**src/hw/rtl/atb_ram.sv**
```systemverilog
// ----------------------------------------------------------------------------
// atb_ram: generic simple dual-port RAM
// One write port, one read port with registered read data.
// ----------------------------------------------------------------------------
module atb_ram #(
	parameter int WIDTH = 8,
	parameter int DEPTH = 16
) (
	input  logic                     clk,
	input  logic                     we,
	input  logic [$clog2(DEPTH)-1:0] waddr,
	input  logic [WIDTH-1:0]         wdata,
	input  logic                     re,
	input  logic [$clog2(DEPTH)-1:0] raddr,
	output logic [WIDTH-1:0]         rdata
);

	logic [WIDTH-1:0] mem_q [DEPTH];
	logic [WIDTH-1:0] rdata_q;

	always_ff @(posedge clk) begin
		if (we) begin
			mem_q[waddr] <= wdata;
		end
		if (re) begin
			rdata_q <= mem_q[raddr];
		end
	end

	assign rdata = rdata_q;

endmodule

```
**config.mk**
```make
export PLATFORM = sky130hd
export DESIGN_NAME = atb_ram
export DESIGN_NICKNAME = d
export VERILOG_FILES = /design/src/hw/rtl/atb_ram.sv
export SDC_FILE = /design/constraint.sdc
export NUM_CORES = 1
export LEC_CHECK = 0
export ABC_AREA = 1
export BUFFER_PORTS_ARGS = -buffer_cell sky130_fd_sc_hd__buf_4
export CAP_MARGIN = 10
export CORE_MARGIN = 1.5
export CORE_UTILIZATION = 45
export DETAILED_ROUTE_END_ITERATION = 7
export SLEW_MARGIN = 5
export SYNTH_ARGS = -nofsm -noshare
export SYNTH_HDL_FRONTEND = slang
export SYNTH_SLANG_ARGS = --single-unit
```
**constraint.sdc**
```tcl
create_clock -name clk -period 1.3 [get_ports clk]
set_input_delay 0.195 -clock clk [delete_from_list [all_inputs] [get_ports clk]]
set_output_delay 0.195 -clock clk [all_outputs]
set_load 0.005 [all_outputs]
```
==> results_dict.tcl <==
set metrics [dict create \
    hold_class "input port to register" \
    area_growth_pct 18.9 \
    p_per_area_mw_per_mm2 1510 \
    cap_violations 0 \
    holdBufCountCts 0 \
    vias 3888 \
    core-area_sq_mm 0.0127 \
    syn_inst 551 \
    crit_slowest_cell "edfxtp_1" \
    grt_max_degree 63 \
    p_leak_nw 3.00 \
    ys_ff_latch 136 \
    fp.dieW_um 117 \
    synth-seq-area-share 0.698 \
    max_stage_delay_ns 0.42 \
    ant_nets 0 \
    setup_viol 0 \
    synth_area_sq_mm 0.00585 \
    crit_family "flip-flops" \
    fin_area_sq_mm 0.00695 \
    worstSetupPathType "register to output port" \
    diodes 0 \
    syn_area_per_cell_sq_um 10.6 \
    nets 618 \
    rsz0062_at_grt "no" \
    ctsRootBufferMaster "clkbuf_16" \
    stdcell_count 784 \
    cts_tree "done" \
    dp_hpwl_um 8240 \
    antenna_found_initial 0 \
    track_usage 0.222 \
    vdd_drop_max_mv 0.684 \
    status "completed" \
    power.share.switching 0.206 \
    cp_max_fo 1 \
    maxSlewHeadroom 0.584 \
    clockBufferDepth 2 \
    fp-row-count 41 \
    period_share 0.919 \
    pre_cts_ws_ns -0.170 \
    postLayoutCoreUtil 0.549 \
    whs_ns 0.120 \
    gp_congestion 0.799 \
    grt_pass1_wl_um 21800 \
    ios 27 \
    ys_types 11 \
    cp-start-kind "register" \
    max_freq_mhz 837 \
    insertion_delay_ns 0.41 \
    synthesis.nets 570 \
    place_area_sq_mm 0.00636 \
    drc 0 \
    fin_crit_ns 1.19 \
    dp.cells 752 \
    path_cells "buf_4" \
    ctsHtreeMaxLevel 4 \
    drtIter0Drc 313 \
    internal_power_w 0.00834 \
    grt-ovfl-total 0 \
    drive_above_1_share 0.131 \
    cts_resized 0 \
    final_hold_viol_count 0 \
    grt_pass1_vias 3808 \
    portBuffers 26 \
    ys_warn_count 0 \
    power.switching_w 0.00217 \
    die_area_sq_mm 0.0137 \
    slew_viol_final 0 \
    worstSetupEndpointType "output port" \
    finalClockSkew_ns 0.00886 \
    post_cts_buffers 0 \
    dr.pass1.iters 4 \
    cp.arrival_ns 1.00 \
    cts.sinks 136 \
    clk_pin_slew_ns 0.06 \
    pwr-share-seq 0.473 \
    drt-vias-per-instance 4.96 \
    combPwrFrac 0.063 \
    wl_per_cell_um 17.4 \
    worst-path-buf-inv 1 \
    numCtsBuffers 17 \
    initial_core_util 0.461 \
    wirelength_um 13600 \
    die_y_um 117 \
    p_clk_frac 0.464 \
    required_ns 1.11 \
    layout_setup_ws_ns 0.105 \
    tightest_slew_ns 0.623 \
]
==> power by group through the flow <==
| stage | sequential [W] | clock [W] | combinational, W |
|---|---|---|---|
| final | 0.00497 | 0.00488 | 0.000658 |
| after global routing | 0.00498 | 0.00512 | 0.000736 |
| after CTS | 0.00497 | 0.00495 | 0.000664 |
| after detailed placement | 0.00506 | 0 | 0.000659 |
| after global placement | 0.00506 | 0 | 0.000651 |
| after floorplan | 0.00506 | 0 | 0.000346 |
==> placed cells by master (no fill, tap or decap), drive strengths merged <==
cell type  instances
edfxtp           136
nand3b             2
nand2            173
nor2              17
nand3             97
inv              102
buf               53
clkinv             6
clkbuf            21
bufinv             4
clkinvlp           1
==> cell usage after synthesis (all sizes together) <==
library cell	number	area share
nand2	173	0.11
edfxtp	136	0.70
inv	102	0.065
nand3	97	0.083
buf	24	0.028
nor2	17	0.011
nand3b	2	0.0026
==> sequential cells by signal, indices dropped and copies added, names as in the netlist <==
register,cells
rdata,8
mem_q,128
==> cell families (layout without fill, tap and decap cells) <==
group / Yosys count / count (layout) / synth area share
buf+inv: 126 / 187 / 0.0939
flops: 136 / 136 / 0.698
simple gates: 289 / 289 / 0.208
==> routing by layer <==
metal	GRT usage	vias up	routed length (um)
met5	0	-	0
met4	0.0835	0	257
met3	0.0499	19	841
met2	0.343	114	6440
met1	0.311	1882	6080
li1	-	1873	-
==> path summary, 6_finish.rpt <==
path                                 end  slack (ns)  cells past startpoint         from
worst min register to register  rdata[1]        0.77                      6  mem_q[5][1]
worst max-delay path            rdata[4]        0.11                      1     rdata[4]
worst min-delay path            rdata[5]        0.12                      1           re
worst max register to register  rdata[2]        0.14                      6  mem_q[5][2]
==> through the flow <==
stage	TNS [ns]	total power, W
3_3_place_gp	-0.823	0.00571
3_5_place_dp	-0.959	0.00572
5_1_grt	0	0.0108
4_1_cts	0	0.0106
6_report	0	0.0105
2_1_floorplan	0	0.00540
==> cell type report <==
class	instances	area, sq um
repair buffers	53	460
inverters	102	383
flip-flops and latches	136	4080
clock buffers	21	440
fillers	1134	5720
multi-input cells	289	1210
well taps	172	215
clock inverters	11	154
No activity file was read; power rests on OpenSTA's default activity.
